[src/hw/rtl/assert_macros.svh]
// Assertion macros for the file that checks its own logic.
`ifndef ASSERT_MACROS_SVH
`define ASSERT_MACROS_SVH

// Condition must hold at every clock edge outside reset.
`define ASSERT_ALWAYS(lbl, cond, msg) \
    lbl: assert property (@(posedge clk) disable iff (!rst_n) (cond)) else $error(msg);

// Consequent must hold in the cycle after the antecedent.
`define ASSERT_NEXT(lbl, ante, cons, msg) \
    lbl: assert property (@(posedge clk) disable iff (!rst_n) (ante) |=> (cons)) else $error(msg);

`endif

[src/hw/rtl/tsc_pkg.sv]
// Shared constants and types of the triangle similarity compare core.
package tsc_pkg;

    localparam int COORD_BITS_DEF      = 16;
    localparam int RATIO_FRAC_BITS_DEF = 24;
    localparam int FIELD_W             = 16;
    localparam int THRESH_W            = 50;
    localparam int PDATA_W             = 64;
    localparam int PADDR_W             = 1;

    localparam logic [THRESH_W-1:0] THRESH_RESET = 50'd28147;
    localparam logic [PADDR_W-1:0]  ADDR_THRESH  = 1'b0;

    // Control that travels alongside each pipeline stage.
    typedef struct packed {
        logic valid;
        logic degen;
    } ctl_t;

endpackage

[src/hw/rtl/tsc_dist.sv]
// Squared distance of two similarity space points and the threshold test.
module tsc_dist #(
    parameter int F = tsc_pkg::RATIO_FRAC_BITS_DEF
) (
    input  logic                            clk,
    input  logic                            rst_n,
    input  tsc_pkg::ctl_t                   ctl_in,
    input  logic [F:0]                      rx1,
    input  logic [F:0]                      ry1,
    input  logic [F:0]                      rx2,
    input  logic [F:0]                      ry2,
    input  logic [tsc_pkg::THRESH_W-1:0]    threshold,
    output tsc_pkg::ctl_t                   ctl_out,
    output logic                            is_match,
    output logic [tsc_pkg::THRESH_W-1:0]    distance_sq
);
    localparam int RW = F + 1;
    localparam int DW = 2 * F + 2;

    tsc_pkg::ctl_t ctl_a_reg, ctl_b_reg, ctl_c_reg;
    logic [RW-1:0]   dx_reg, dy_reg;
    logic [2*RW-1:0] sqx_reg, sqy_reg;
    logic [2*RW:0]   sum;
    logic [tsc_pkg::THRESH_W-1:0] dist_next, dist_reg;
    logic match_reg;

    // The sum is at most 2^(2F+1), so DW bits hold it.
    assign sum       = {1'b0, sqx_reg} + {1'b0, sqy_reg};
    assign dist_next = ctl_b_reg.degen ? '0
                     : {{(tsc_pkg::THRESH_W-DW){1'b0}}, sum[DW-1:0]};

    always_ff @(posedge clk or negedge rst_n)
    begin
        if (!rst_n)
        begin
            ctl_a_reg <= '0;
            ctl_b_reg <= '0;
            ctl_c_reg <= '0;
        end
        else
        begin
            ctl_a_reg <= ctl_in;
            ctl_b_reg <= ctl_a_reg;
            ctl_c_reg <= ctl_b_reg;
        end
    end

    always_ff @(posedge clk)
    begin
        dx_reg    <= (rx1 >= rx2) ? (rx1 - rx2) : (rx2 - rx1);
        dy_reg    <= (ry1 >= ry2) ? (ry1 - ry2) : (ry2 - ry1);
        sqx_reg   <= dx_reg * dx_reg;
        sqy_reg   <= dy_reg * dy_reg;
        dist_reg  <= dist_next;
        match_reg <= !ctl_b_reg.degen && (dist_next < threshold);
    end

    assign ctl_out     = ctl_c_reg;
    assign is_match    = match_reg;
    assign distance_sq = dist_reg;
endmodule

[config.mk]
export PLATFORM = sky130hd
export DESIGN_NAME = tsc_dist
export DESIGN_NICKNAME = d
export VERILOG_FILES = /design/src/hw/rtl/assert_macros.svh /design/src/hw/rtl/tsc_pkg.sv /design/src/hw/rtl/tsc_dist.sv
export SDC_FILE = /design/constraint.sdc
export NUM_CORES = 2
export LEC_CHECK = 0
export ABC_AREA = 0
export BUFFER_PORTS_ARGS = -buffer_cell sky130_fd_sc_hd__buf_2
export CELL_PAD_IN_SITES_DETAIL_PLACEMENT = 0
export CELL_PAD_IN_SITES_GLOBAL_PLACEMENT = 2
export CORE_UTILIZATION = 37
export DETAILED_ROUTE_END_ITERATION = 10
export MAX_ROUTING_LAYER = met4
export PLACE_DENSITY = 0.77
export SKIP_LAST_GASP = 1
export SYNTH_ARGS = -nofsm -noshare
export SYNTH_HDL_FRONTEND = slang
export SYNTH_SLANG_ARGS = --single-unit
[constraint.sdc]
create_clock -name clk -period 7.4 [get_ports clk]
set_input_delay 1.85 -clock clk [delete_from_list [all_inputs] [get_ports clk]]
set_output_delay 1.85 -clock clk [all_outputs]
set_load 0.01 [all_outputs]
==> reports/results.ini <==
[cts]
numCtsBuffers = 30
clk_latency_ps = 640
cts-hold-fix-buffers = 0
clkTransAtPathRegs_ps = 60
clock_path_buffers = 3
root_buffer = clkbuf_16
cts_sinks = 205
cts_tree = built
cts_max_level = 1

[logic_synthesis]
synth_area_mm2 = 0.0490
synthCells = 5561
syn_nets = 7221
ys_seq_area_share_pct = 8.44
yosysTopAreaCell = fa_1
syn_area_per_cell_um2 = 8.81
ys_warn_count = 0
synth.distinct_cells = 82
synth_top_flop_cell = dfxtp_1
synth_most_common_cell = inv_1
synth_edf_count = 0
synth_top_cells_by_area = fa_1, ha_1, inv_1, dfxtp_1, nand2_1
async_flop_share_pct = 2.93
synth_commonest_cells = inv_1, fa_1, ha_1
yosys_register_bits = 205
yosysTopAreaCellShare_pct = 38.3

[timing]
drv_slew = 0
tightest_slew_ps = 1030
timing.final.crit_period_ps = 7110
max_slew_margin_pct = 30.8
finClkSkew_ps = 27.8
rsz0062_at_grt = true
fin_crit_sh_pct = 96.0
clock.fmax_mhz = 141
finalHoldViolCount = 0
finalSetupViolations = 0

[critical_path]
cp_cell_sequence = buf_4 > nand2_1 > fa_1 > fa_1 > inv_1 > fa_1 > inv_1 > fa_1 > inv_1 > fa_1 > fa_1 > inv_1 > fa_1 > inv_1 > ha_1 > and2_1 > a221oi_1 > o21ai_1 > a31oi_1 > a21oi_1 > or3_4 > a221o_1 > a31oi_1 > xnor2_1
cp.required_ps = 7950
arrival_ps = 7660
r2r_slack_ps = 290
worst-path-buf-inv = 6
critPathMostFrequentCell = fa_1
crit_path_max_incr_delay_ps = 550
startpoint_type = register
crit_family = adder cells
crit_fanout = 11
cp-end-kind = register
worstSetupPathType = register to register
crit_slowest_cell = fa_1

[route]
first_pass_iters = 6
postRouteAntennaNets = 0
viasPerCell = 4.78
wl_per_cell_um = 17.1
routed_wl_um = 129000
vias = 36200
drtIter0Drc = 1804
drc_errors = 0

[die]
ios = 207
rows = 133
die_h_um = 366
die_area_mm2 = 0.134
start_util_pct = 37.3
die_w_um = 366
core_area_mm2 = 0.131

[final_layout]
layout-drive-gt1-share_pct = 8.66
final_core_util_pct = 41.0
largest_reg_flops = 50
area_growth_pct = 10.2
layout.nets = 7444
n_fill_cell = 13500

[grt]
grt_usage_pct = 20.4
antenna_found_initial = 6
overflow = 0
grt_pass1_vias = 38800
grt_max_degree = 29
grt_pass1_wl_um = 210000

[placement]
gp_congestion = 0.892
port-buffer-count = 206
hpwl_um = 114000

[worst_hold_path]
hold_class = register to register

[job]
cap_violations = 0

[outcome]
outcome = finished clean

worst register-to-register path, delay by kind of cell (launching register included):
kind | cells | cell delay, ps
fa+ha+maj | 8 | 3820
buf+inv | 6 | 540
xor+xnor | 1 | 130
flops | 1 | 460
simple gates | 3 | 730
compound gates | 6 | 1350
placed cells by master, fill, tap and decap left out, types with 7 or more instances in the layout:
cell type  instances
nor2_1           196
and3_1            19
ha_1             570
nand3_1           53
dfxtp_2           19
a21o_1           144
a41oi_1            7
inv_1           1511
o21bai_1          29
a21oi_1          258
o31ai_1           10
buf_2            206
a221oi_1           8
o21ai_0          107
o21a_1            13
dfxtp_1          178
o21ai_1           16
xnor2_1          118
a211oi_1          16
nand2b_1          29
xor2_1            89
nor3_1            27
a311oi_1           7
nand2_1          458
o211ai_1          14
mux2i_1           18
and4_1             7
fa_1             936
a21boi_0           8
and2_1           262
mux2_2             8
a221o_1           12
a31oi_1           26
nor2b_1           43
nand4_1           50
clkbuf_16         31
buf_4            168
cell families (layout without fill, tap and decap cells):
group | count (synthesis) | count (layout) | synth area share, %
AOI/OAI and AO/OA | 732 | 732 | 9.58
xor gates and xnor gates | 207 | 207 | 3.70
adders and majority gates | 1506 | 1506 | 52.8
buffers and inverters | 1703 | 1949 | 13.2
DFF | 205 | 205 | 8.44
muxes | 27 | 27 | 0.583
other | 0 | 4 | 0
and+or+nand+nor | 1181 | 1181 | 11.7
metrics by stage:
step	instance area, um^2	setup TNS, ps	hold slack [ps]	setup WS [ps]	instances
finish	53900	0	354	293	7566
global route	53900	-32.3	371	-32.3	7563
CTS	53800	0	360	118	7561
detailed placement	52800	0	341	25.1	7506
global placement	52800	-33.7	339	-23.3	7506
floorplan	49000	0	331	391	5561
layout make-up:
type | count | area, um^2 | area share [%]
Sequential cell | 205 | 4170 | 7.72
Antenna cell | 4 | 10.0 | 0.0186
Inverter | 1512 | 5680 | 10.5
Clock buffer | 40 | 860 | 1.59
Multi-Input combinational cell | 3653 | 38400 | 71.2
Timing Repair Buffer | 382 | 2430 | 4.50
Tap cell | 1755 | 2200 | 4.07
Clock inverter | 15 | 195 | 0.362
per-layer routing:
layer / part of all wire [%] / vias up / track usage [%]
li1: - / 17300 / -
met1: 48 / 18100 / 28.4
met2: 46 / 680 / 32.0
met3: 4.9 / 85 / 2.64
met4: 1.4 / 0 / 3.00
met5: 0 / - / -
final timing paths:
check | end | cells past startpoint | start
max in group asynchronous | ctl_b_reg[0] | 1 | rst_n
worst max register to register | sqy_reg[44] | 24 | dy_reg[9]
worst min register to register | ctl_b_reg[0] | 0 | ctl_a_reg[0]
min in group asynchronous | ctl_a_reg[1] | 1 | rst_n
worst max-delay path | sqy_reg[44] | 24 | dy_reg[9]
worst min-delay path | ctl_b_reg[0] | 0 | ctl_a_reg[0]
repair_timing:
action / CTS / global route
buffers inserted: 0 / 1
gates resized for setup: 1 / 37
gates cloned: 0 / 0
pin swaps: 0 / 3
endpoints found under the setup margin: 2 / 23
Power is left out: the tool's default activity adds up to more than one toggle a clock period on the data nets, which glitch-free logic cannot reach.
