[src/hw/rtl/assert_macros.svh]
// Assertion macros for the file that checks its own logic.
`ifndef ASSERT_MACROS_SVH
`define ASSERT_MACROS_SVH

// Condition must hold at every clock edge outside reset.
`define ASSERT_ALWAYS(lbl, cond, msg) \
    lbl: assert property (@(posedge clk) disable iff (!rst_n) (cond)) else $error(msg);

// Consequent must hold in the cycle after the antecedent.
`define ASSERT_NEXT(lbl, ante, cons, msg) \
    lbl: assert property (@(posedge clk) disable iff (!rst_n) (ante) |=> (cons)) else $error(msg);

`endif

[src/hw/rtl/tsc_pkg.sv]
// Shared constants and types of the triangle similarity compare core.
package tsc_pkg;

    localparam int COORD_BITS_DEF      = 16;
    localparam int RATIO_FRAC_BITS_DEF = 24;
    localparam int FIELD_W             = 16;
    localparam int THRESH_W            = 50;
    localparam int PDATA_W             = 64;
    localparam int PADDR_W             = 1;

    localparam logic [THRESH_W-1:0] THRESH_RESET = 50'd28147;
    localparam logic [PADDR_W-1:0]  ADDR_THRESH  = 1'b0;

    // Control that travels alongside each pipeline stage.
    typedef struct packed {
        logic valid;
        logic degen;
    } ctl_t;

endpackage

[src/hw/rtl/tsc_isqrt.sv]
// Pipelined integer square root, one root bit per stage.
module tsc_isqrt #(
    parameter int F = tsc_pkg::RATIO_FRAC_BITS_DEF
) (
    input  logic             clk,
    input  logic             rst_n,
    input  tsc_pkg::ctl_t    ctl_in,
    input  logic [2*F:0]     n,
    output tsc_pkg::ctl_t    ctl_out,
    output logic [F:0]       root
);
    localparam int RW  = F + 1;
    localparam int PW  = 2 * F + 2;
    localparam int RMW = F + 4;

    tsc_pkg::ctl_t   ctl_reg  [0:F];
    logic [RMW-3:0]  rem_reg  [0:F];
    logic [RW-1:0]   root_reg [0:F];
    logic [PW-1:0]   n_reg    [0:F];

    for (genvar k = 0; k <= F; k++)
    begin : g_stage
        tsc_pkg::ctl_t  ctl_in_k;
        logic [RMW-3:0] rem_in;
        logic [RW-1:0]  root_in;
        logic [PW-1:0]  n_in;
        logic [RMW-1:0] cand;
        logic [RMW-1:0] trial;
        logic [RMW-1:0] diff;
        logic           ge;

        if (k == 0)
        begin : g_first
            assign ctl_in_k = ctl_in;
            assign rem_in   = '0;
            assign root_in  = '0;
            assign n_in     = {1'b0, n};
        end
        else
        begin : g_next
            assign ctl_in_k = ctl_reg[k-1];
            assign rem_in   = rem_reg[k-1];
            assign root_in  = root_reg[k-1];
            assign n_in     = n_reg[k-1];
        end

        assign cand  = {rem_in, n_in[PW-1:PW-2]};
        assign trial = {1'b0, root_in, 2'b01};
        assign ge    = cand >= trial;
        assign diff  = cand - trial;

        always_ff @(posedge clk or negedge rst_n)
        begin
            if (!rst_n)
                ctl_reg[k] <= '0;
            else
                ctl_reg[k] <= ctl_in_k;
        end

        // The remainder stays below 2*root+1, so its top two bits are always zero.
        always_ff @(posedge clk)
        begin
            rem_reg[k]  <= ge ? diff[RMW-3:0] : cand[RMW-3:0];
            root_reg[k] <= {root_in[RW-2:0], ge};
            n_reg[k]    <= {n_in[PW-3:0], 2'b00};
        end
    end

    assign ctl_out = ctl_reg[F];
    assign root    = root_reg[F];
endmodule

[config.mk]
export PLATFORM = sky130hd
export DESIGN_NAME = tsc_isqrt
export DESIGN_NICKNAME = d
export VERILOG_FILES = /design/src/hw/rtl/assert_macros.svh /design/src/hw/rtl/tsc_pkg.sv /design/src/hw/rtl/tsc_isqrt.sv
export SDC_FILE = /design/constraint.sdc
export NUM_CORES = 2
export LEC_CHECK = 0
export BUFFER_PORTS_ARGS = -buffer_cell sky130_fd_sc_hd__buf_2
export CAP_MARGIN = 40
export CORE_MARGIN = 2
export CORE_UTILIZATION = 46
export CTS_CLUSTER_DIAMETER = 60
export DETAILED_ROUTE_END_ITERATION = 16
export PLACE_DENSITY = 0.61
export SLEW_MARGIN = 15
export SYNTH_ARGS = -nofsm -noshare
export SYNTH_HDL_FRONTEND = slang
export SYNTH_SLANG_ARGS = --single-unit
[constraint.sdc]
create_clock -name clk -period 5.1 [get_ports clk]
set_input_delay 0.765 -clock clk [delete_from_list [all_inputs] [get_ports clk]]
set_output_delay 0.765 -clock clk [all_outputs]
set_load 0.01 [all_outputs]
==> summary.md <==
| Metric | Value |
|---|---|
| Final period util | 72.9% |
| Final Non-Filler Cells | 7248 |
| Initial antenna violation count | 0 |
| First DRT Iteration DRCs | 1929 |
| Core area | 120000 um^2 |
| Crit-path most repeated cell | or4_4 |
| Maximum clock path buffer count | 3 |
| Status | completed |
| Mapped Area | 55500 um^2 |
| CP Capture Type | flop |
| Routability-driven placement congestion ratio | 0.838 |
| Worst path cell trace | or4_4, or4_4, or4_1, a2111oi_4, inv_1, nand2_1, nor4_1, xor2_1 |
| PD cells | 504 nW/um^2 |
| Least-Margin Pin Slew | 0.923 ns |
| Placed standard-cell area | 57800 um^2 |
| Wire per inst | 14.4 um |
| GRT overflow | 0 |
| CTS hold repair buffers | 0 |
| Yosys top cell by area | dfxtp_1 |
| Relative slew margins | 38.5% |
| Hold WC Path Type | in -> async |
| First-pass GRT wire length | 170 mm |
| Fill count | 10800 |
| Ant. Diodes | 0 |
| Finished Cell Area | 63200 um^2 |
| CTS tree | built |
| Final HPWL DP | 77.9 mm |
| Remaining routing DRC violations | 0 |
| Final Core Density | 52.7% |
| WP data required | 5.75 ns |
| Warnings from Yosys | 0 |
| Layout net count | 5913 |
| Clock slew at reported path FFs | 0.06 ns |
| Sequential share of the synthesized area | 56.6% |
| Clk sink count | 1559 |
| Setup TNS | 0 ns |
| Synth area leaders | dfxtp_1 54%, ha_1 7.9%, xor2_1 3.7% |
| Share of cells above drive strength 1 | 8.09% |
| Vias in the first global route | 34700 |
| WL final | 104 mm |
| Number of setup buffers added after CTS | 0 |
| Worst-path maximum fanout | 16 |
| Skew-Pair Late Insertion Delay | 0.78 ns |
| Register area | 31500 um^2 |
| Clock Skew | 0.0348 ns |
| Max Clk Rate | 269 MHz |
| Post-synth EDFFs | 0 |
| Syn Area/Cell | 10.4 um^2 |
| Critical path startpoint category | flop |
| H-Tree Level Count | 4 |
| Final Hold Fails | 0 |
| Via/cell ratio | 4.92 |
| Final setup viols | 0 |
| Slowest cell on the critical path | a2111oi_4 |
| DR pass1 iterations | 5 |
| Min Tclk post-route | 3.72 ns |
| Share of Yosys cell area claimed by the top area cell type | 54.4% |
| Die Y | 351 um |
| Dpl cells | 6963 |
| Leakage power | 29.6 nW |
| # rows | 127 |
| All-layer global routing usage | 17.0% |
| Vias | 35700 |
| Asr flop ratio synth | 3.21% |
| Max_cap viols | 0 |
| Number of routed nets with antenna violations | 0 |
| Die area | 124000 um^2 |
| Slew Viols, Final | 0 |
| WP data arrival | 4.36 ns |
| Die X | 351 um |
| I/O Pins | 80 |
| Area Overhead vs Synth | 13.7% |
| Main synth FF type | dfxtp_1 |
| Cell variety after synth | 78 |
| Post-synthesis instance total | 5342 |
| Port Buf Inserts | 79 |
| Worst path max stage delay | 0.85 ns |
| CTS resizes | 0 |
| Net count after synthesis | 5745 |
| Footprint of the multi-input gates | 22100 um^2 |
| Crit path kind | reg -> reg |
| Hold WS | 0.0757 ns |
| Unrepaired setup endpoints after global routing | no |
| Synth Register Bits | 1559 |
| Largest net degree at the start of global routing | 51 |
| CTS Root Cell | clkbuf_16 |
| Total CTS buffers | 157 |
| Starting Density | 46.4% |
| VDD IR-drop max | 0.000356 V |
| Flip-flop count of the largest register after layout | 600 |
==> worst paths after layout <==
| check | end | slack [ns] | start | cells past startpoint |
|---|---|---|---|---|
| max | rem_reg[3][42] | 1.38 | rem_reg[3][11] | 8 |
| min | ctl_reg[49] | 0.08 | rst_n | 2 |
| max reg2reg | rem_reg[3][42] | 1.38 | rem_reg[3][11] | 8 |
| min reg2reg | n_reg[0][282] | 0.30 | n_reg[0][232] | 0 |
| max in group asynchronous | ctl_reg[13] | 4.56 | rst_n | 2 |
| min in group clk | n_reg[0][37] | 0.08 | n[37] | 1 |
==> critical path: cells and delay by family, from the launching register on <==
kind	cells	cell delay (ns)
AOI/OAI and AO/OA	1	0.85
xor gates and xnor gates	1	0.15
buffers and inverters	1	0.23
and+or+nand+nor	5	2.02
DFF	1	0.32
==> routing by layer <==
layer	routed length (um)	share of wire (%)	global-route usage, %
met5	0	0	0
met4	3540	3.4	7.35
met3	4040	3.9	3.09
met2	50100	48	29.3
met1	46300	45	20.6
==> kinds of logic (layout without fill, tap and decap cells) <==
logic type	Yosys count	in the layout	share of synthesized area, %
other cells	1	1	0.00675
compound gates	1045	1045	11.7
buf+inv	542	836	3.69
mux	53	53	1.04
xor+xnor	463	463	7.30
simple gates	1329	1329	11.7
fa+ha+maj	350	350	7.88
flops	1559	1559	56.6
==> Yosys cell counts, drive strengths merged, types with 55 or more instances <==
master / count
inv: 446
a21o: 116
or3: 55
a21oi: 284
o21ai: 331
nor2: 274
nor3: 112
nand2b: 76
dfxtp: 1509
xnor2: 230
ha: 350
xor2: 233
nor4: 67
nand3: 81
nand2: 416
clkbuf: 85
==> area by class of cell <==
type	instances	area share (%)
timing repair buffer	105	0.959
sequential	1559	49.8
clock inverter	68	1.41
inverter	446	2.65
multi-input combinational	3241	34.9
tap	1612	3.19
clock buffer	217	7.04
==> metrics by stage <==
step / setup WS [ns] / total power [mW]
after floorplan: 1.84 / 19.1
after global placement: 1.46 / 20.5
after detailed placement: 1.39 / 20.6
after CTS: 1.38 / 32.2
after global routing: 1.15 / 33.6
final: 1.38 / 31.8
==> placed cells by master, fill, tap and decap left out, drive strengths merged, types with 105 or more instances in the layout <==
| master | count |
|---|---|
| ha | 350 |
| xor2 | 233 |
| inv | 457 |
| dfxtp | 1509 |
| nor3 | 112 |
| nor2 | 274 |
| a21oi | 284 |
| o21ai | 331 |
| a21o | 116 |
| clkbuf | 217 |
| nand2 | 416 |
| xnor2 | 230 |
| buf | 105 |
==> power by group <==
group	internal [mW]	total, mW	leakage [nW]	switching, mW
combinational	2.21	4.84	13.8	2.63
sequential	14.1	15.5	13.2	1.34
clock	6.75	11.5	2.60	4.75
total	23.1	31.8	29.6	8.72
No activity file was read; power rests on OpenSTA's default activity.
