==> config.mk <==
export PLATFORM = sky130hd
export DESIGN_NAME = tsc_side_sort
export DESIGN_NICKNAME = d
export VERILOG_FILES = /design/src/hw/rtl/assert_macros.svh /design/src/hw/rtl/tsc_pkg.sv /design/src/hw/rtl/tsc_side_sort.sv
export SDC_FILE = /design/constraint.sdc
export NUM_CORES = 2
export LEC_CHECK = 0
export BUFFER_PORTS_ARGS = -buffer_cell sky130_fd_sc_hd__buf_2
export CAP_MARGIN = 15
export CORE_MARGIN = 1.5
export CORE_UTILIZATION = 66
export CTS_CLUSTER_DIAMETER = 40
export CTS_CLUSTER_SIZE = 14
export DETAILED_ROUTE_END_ITERATION = 10
export HOLD_SLACK_MARGIN = 0.05
export PLACE_DENSITY_LB_ADDON = 0.12
export SYNTH_ARGS = -nofsm -noshare
export SYNTH_HDL_FRONTEND = slang
export SYNTH_SLANG_ARGS = --single-unit
==> constraint.sdc <==
create_clock -name clk -period 8.1 [get_ports clk]
set_clock_uncertainty 0.1 [all_clocks]
set_input_delay 0.81 -clock clk [delete_from_list [all_inputs] [get_ports clk]]
set_output_delay 0.81 -clock clk [all_outputs]
set_load 0.02 [all_outputs]
==> src/hw/rtl/assert_macros.svh <==
// Assertion macros for the file that checks its own logic.
`ifndef ASSERT_MACROS_SVH
`define ASSERT_MACROS_SVH

// Condition must hold at every clock edge outside reset.
`define ASSERT_ALWAYS(lbl, cond, msg) \
    lbl: assert property (@(posedge clk) disable iff (!rst_n) (cond)) else $error(msg);

// Consequent must hold in the cycle after the antecedent.
`define ASSERT_NEXT(lbl, ante, cons, msg) \
    lbl: assert property (@(posedge clk) disable iff (!rst_n) (ante) |=> (cons)) else $error(msg);

`endif

==> src/hw/rtl/tsc_pkg.sv <==
// Shared constants and types of the triangle similarity compare core.
package tsc_pkg;

    localparam int COORD_BITS_DEF      = 16;
    localparam int RATIO_FRAC_BITS_DEF = 24;
    localparam int FIELD_W             = 16;
    localparam int THRESH_W            = 50;
    localparam int PDATA_W             = 64;
    localparam int PADDR_W             = 1;

    localparam logic [THRESH_W-1:0] THRESH_RESET = 50'd28147;
    localparam logic [PADDR_W-1:0]  ADDR_THRESH  = 1'b0;

    // Control that travels alongside each pipeline stage.
    typedef struct packed {
        logic valid;
        logic degen;
    } ctl_t;

endpackage

==> src/hw/rtl/tsc_side_sort.sv <==
// Squared side lengths of one triangle, sorted longest first.
module tsc_side_sort #(
    parameter int CW = tsc_pkg::COORD_BITS_DEF
) (
    input  logic                  clk,
    input  logic                  rst_n,
    input  tsc_pkg::ctl_t         ctl_in,
    input  logic [5:0][CW-1:0]    coord,
    output tsc_pkg::ctl_t         ctl_out,
    output logic [2*CW:0]         s_long,
    output logic [2*CW:0]         s_mid,
    output logic [2*CW:0]         s_short
);
    localparam int SW = 2 * CW + 1;

    tsc_pkg::ctl_t ctl_a_reg, ctl_b_reg, ctl_c_reg, ctl_d_reg;
    logic [5:0][CW-1:0]   diff_reg, diff_next;
    logic [5:0][2*CW-1:0] sq_reg;
    logic [2:0][SW-1:0]   side_reg;
    logic [SW-1:0] long_reg, mid_reg, short_reg;
    logic [SW-1:0] long_next, mid_next, short_next;
    logic g01, g02, g12;

    function automatic logic [CW-1:0] abs_diff(input logic [CW-1:0] p, input logic [CW-1:0] q);
        return (p >= q) ? (p - q) : (q - p);
    endfunction

    // Sides: a-b, a-c, b-c; x difference then y difference.
    always_comb
    begin
        diff_next[0] = abs_diff(coord[0], coord[2]);
        diff_next[1] = abs_diff(coord[1], coord[3]);
        diff_next[2] = abs_diff(coord[0], coord[4]);
        diff_next[3] = abs_diff(coord[1], coord[5]);
        diff_next[4] = abs_diff(coord[2], coord[4]);
        diff_next[5] = abs_diff(coord[3], coord[5]);
    end

    // The sort uses three comparisons side by side and a selection.
    always_comb
    begin
        g01 = side_reg[0] >= side_reg[1];
        g02 = side_reg[0] >= side_reg[2];
        g12 = side_reg[1] >= side_reg[2];
        if (g01 && g02)
            long_next = side_reg[0];
        else if (!g01 && g12)
            long_next = side_reg[1];
        else
            long_next = side_reg[2];
        if (!g01 && !g02)
            short_next = side_reg[0];
        else if (g01 && !g12)
            short_next = side_reg[1];
        else
            short_next = side_reg[2];
        if (g01 != g02)
            mid_next = side_reg[0];
        else if (g12 == g01)
            mid_next = side_reg[1];
        else
            mid_next = side_reg[2];
    end

    always_ff @(posedge clk or negedge rst_n)
    begin
        if (!rst_n)
        begin
            ctl_a_reg <= '0;
            ctl_b_reg <= '0;
            ctl_c_reg <= '0;
            ctl_d_reg <= '0;
        end
        else
        begin
            ctl_a_reg <= ctl_in;
            ctl_b_reg <= ctl_a_reg;
            ctl_c_reg <= ctl_b_reg;
            ctl_d_reg <= '{valid: ctl_c_reg.valid, degen: (long_next == '0)};
        end
    end

    always_ff @(posedge clk)
    begin
        diff_reg <= diff_next;
        for (int i = 0; i < 6; i++)
            sq_reg[i] <= diff_reg[i] * diff_reg[i];
        for (int j = 0; j < 3; j++)
            side_reg[j] <= {1'b0, sq_reg[2*j]} + {1'b0, sq_reg[2*j+1]};
        long_reg  <= long_next;
        mid_reg   <= mid_next;
        short_reg <= short_next;
    end

    assign ctl_out = ctl_d_reg;
    assign s_long  = long_reg;
    assign s_mid   = mid_reg;
    assign s_short = short_reg;
endmodule

==> impl_results.md <==
* Status: finished, final reports clean
* Seq/Total Area, Yosys at 0.140
* HPWL Detailed at 146000 um
* Clock Latency Late Sink at 0.67 ns
* Die H at 327 um
* H-tree depth at 3
* Row cnt at 118
* Num Clock Sinks at 485
* Wire per inst at 19.0 um
* Routability cong. at 0.989
* YS warnings at 0
* Final worst-path cycle share at 0.874
* Nets at 9884
* Final ANT Viol Nets at 0
* Worst endpoint required time at 8.54 ns
* CP arrival at 7.52 ns
* DRC viols at 0
* Synth-to-layout area growth at 7.07%
* CP max stage delay at 0.80 ns
* Ys flop type: dfxtp_1
* Crit path max-delay cell type: dfxtp_1
* Reg clk slew, reported paths at 0.06 ns
* Largest net degree at the start of global routing at 67
* Setup TNS at 0 ns
* CTS Buf Count at 78
* Initial antenna violation count at 13
* Starting Density at 0.667
* Final WL at 175000 um
* Max reg flops at 186
* WS Path Type: flop to flop
* Detailed-route vias per instance at 5.67
* Min-delay worst type: primary input to flop
* Crit path capture type: flop
* Slew Limit Fails at 0
* Number of flops mapped to enable cells by yosys at 0
* Commonest cells after routing, fill and taps aside: inv_1 (1738), ha_1 (987), fa_1 (985)
* R2R setup slack at 1.02 ns
* Post-synth ARST share at 0.0103
* Yosys reg bits at 485
* Core area at 104000 um2
* Critical path fanouts, max at 17
* Post-route minimum period at 7.08 ns
* Ports at 201
* Max Freq at 141 MHz
* Clk buf depth at 3
* RSZ-0062 raised after global routing: false
* Post-Syn Nets at 9785
* Worst slew margin at 0.273
* First-pass DRT Iterations at 5
* Total grt overflow at 0
* Mapped cell area at 69400 um2
* Final setup fails at 0
* DRT iter0 DRCs at 3728
* Total track usage at 0.338
* Die ar. at 107000 um2
* CP Launch Type: flop
* Vias in the first global route at 54900
* Synthesized instance count at 7709
* Final number of hold-violating endpoints at 0
* First-pass GRT wire length at 285000 um
* Total number of vias at 52500
* I/O Buffers at 199
* Leading cell type in the layout, fill and taps excluded: inv_1
* CTS root buffer: clkbuf_16
* Die Wd at 327 um
* Cell Chain, Critical Path: inv_1 -> nor2_1 -> ha_1 -> xor2_1 -> fa_1 -> inv_1 -> fa_1 -> fa_1 -> fa_1 -> inv_1 -> fa_1 -> inv_1 -> ha_1 -> inv_1 -> or3_1 -> o31a_1 -> o311a_1 -> nor3_1 -> a21oi_1 -> o21bai_1 -> a21oi_1 -> xnor2_1
* Share of layout cells above drive strength 1 at 0.0576
* Synth cell types at 85
* Worst path bufs/invs at 5
* Worst path top cell family by delay: adder cells
* Max cap viols at 0
* Slew @ Worst Pin at 1.09 ns
* TritonCTS clock tree: yes
* Mean area per synthesized cell at 9.00 um2
synth_stat cells, types with 49 or more instances:
cell | count | area, um2
a21o_1 | 237 | 1780
a21oi_1 | 326 | 1630
and2_1 | 247 | 1550
clkbuf_1 | 194 | 728
dfxtp_1 | 480 | 9610
fa_1 | 985 | 19700
ha_1 | 991 | 12400
inv_1 | 1738 | 6520
mux2i_1 | 152 | 1520
nand2_1 | 650 | 2440
nand2b_1 | 52 | 325
nand3_1 | 66 | 330
nand4_1 | 53 | 332
nor2_1 | 259 | 972
nor2b_1 | 84 | 526
nor3_1 | 69 | 345
o21ai_0 | 242 | 1210
o21bai_1 | 49 | 368
xnor2_1 | 253 | 2220
xor2_1 | 127 | 1110
worst reg2reg max path: stages, from the launching register on:
cell and delay [ns]:
dfxtp_1 0.80, inv_1 0.29, nor2_1 0.23, ha_1 0.29, xor2_1 0.19, fa_1 0.54
inv_1 0.05, fa_1 0.48, fa_1 0.50, fa_1 0.49, inv_1 0.05, fa_1 0.47
inv_1 0.04, ha_1 0.40, inv_1 0.08, or3_1 0.39, o31a_1 0.29, o311a_1 0.35
nor3_1 0.36, a21oi_1 0.19, o21bai_1 0.17, a21oi_1 0.09, xnor2_1 0.13
per-stage QoR:
step                      setup slack (ns)  instance area (um2)  cells  hold WS [ns]   util
after floorplan                       1.70                69400   7709         0.231      -
after global placement                1.21                71500   9107         0.235  0.688
after detailed placement              1.11                71500   9107         0.237  0.688
after CTS                             1.08                74300   9248         0.135  0.714
after global routing                 0.701                74300   9249         0.147  0.715
final                                 1.02                74300   9251         0.158  0.715
routing by layer:
| metal | up-vias | global-route usage | wire length [um] |
|---|---|---|---|
| li1 | 24500 | - | - |
| met1 | 26000 | 0.470 | 76400 |
| met2 | 1640 | 0.547 | 80600 |
| met3 | 324 | 0.0421 | 12000 |
| met4 | 6 | 0.115 | 6340 |
| met5 | - | 0 | 41 |
final timing paths:
kind | startpoint | to | cells past startpoint
worst max-delay path | diff_reg[34] | sq_reg[95] | 22
worst min-delay path | ctl_in[1] | ctl_a_reg[1] | 1
worst max register to register | diff_reg[34] | sq_reg[95] | 22
worst min register to register | ctl_c_reg[1] | ctl_out[1] | 0
max in group asynchronous | rst_n | ctl_out[0] | 2
min in group asynchronous | rst_n | ctl_out[1] | 2
cell type report:
cell class / count / area [um2]
multi-input combinational: 5274 / 52300
sequential: 485 / 9730
timing repair buffer: 231 / 1240
clock buffer: 94 / 2130
fill: 8164 / 29700
inverter: 1738 / 6520
tap: 1380 / 1730
antenna: 3 / 7.51
clock inverter: 46 / 619
repair_timing:
action	4_1_cts	5_1_grt
hold buffers	1	0
setup buffers	0	0
hold endpoints to repair	5	0
resized for setup	0	0
cell families after synthesis:
family	share of synthesized area
AO/OA/AOI/OAI	0.108
XOR/XNOR	0.0480
adder cells (fa/ha/maj)	0.463
buffers and inverters	0.106
flip-flops	0.140
multiplexers	0.0247
AND/OR/NAND/NOR	0.110
Power is left out: the tool's default activity adds up to more than one toggle a clock period on the data nets, which glitch-free logic cannot reach.
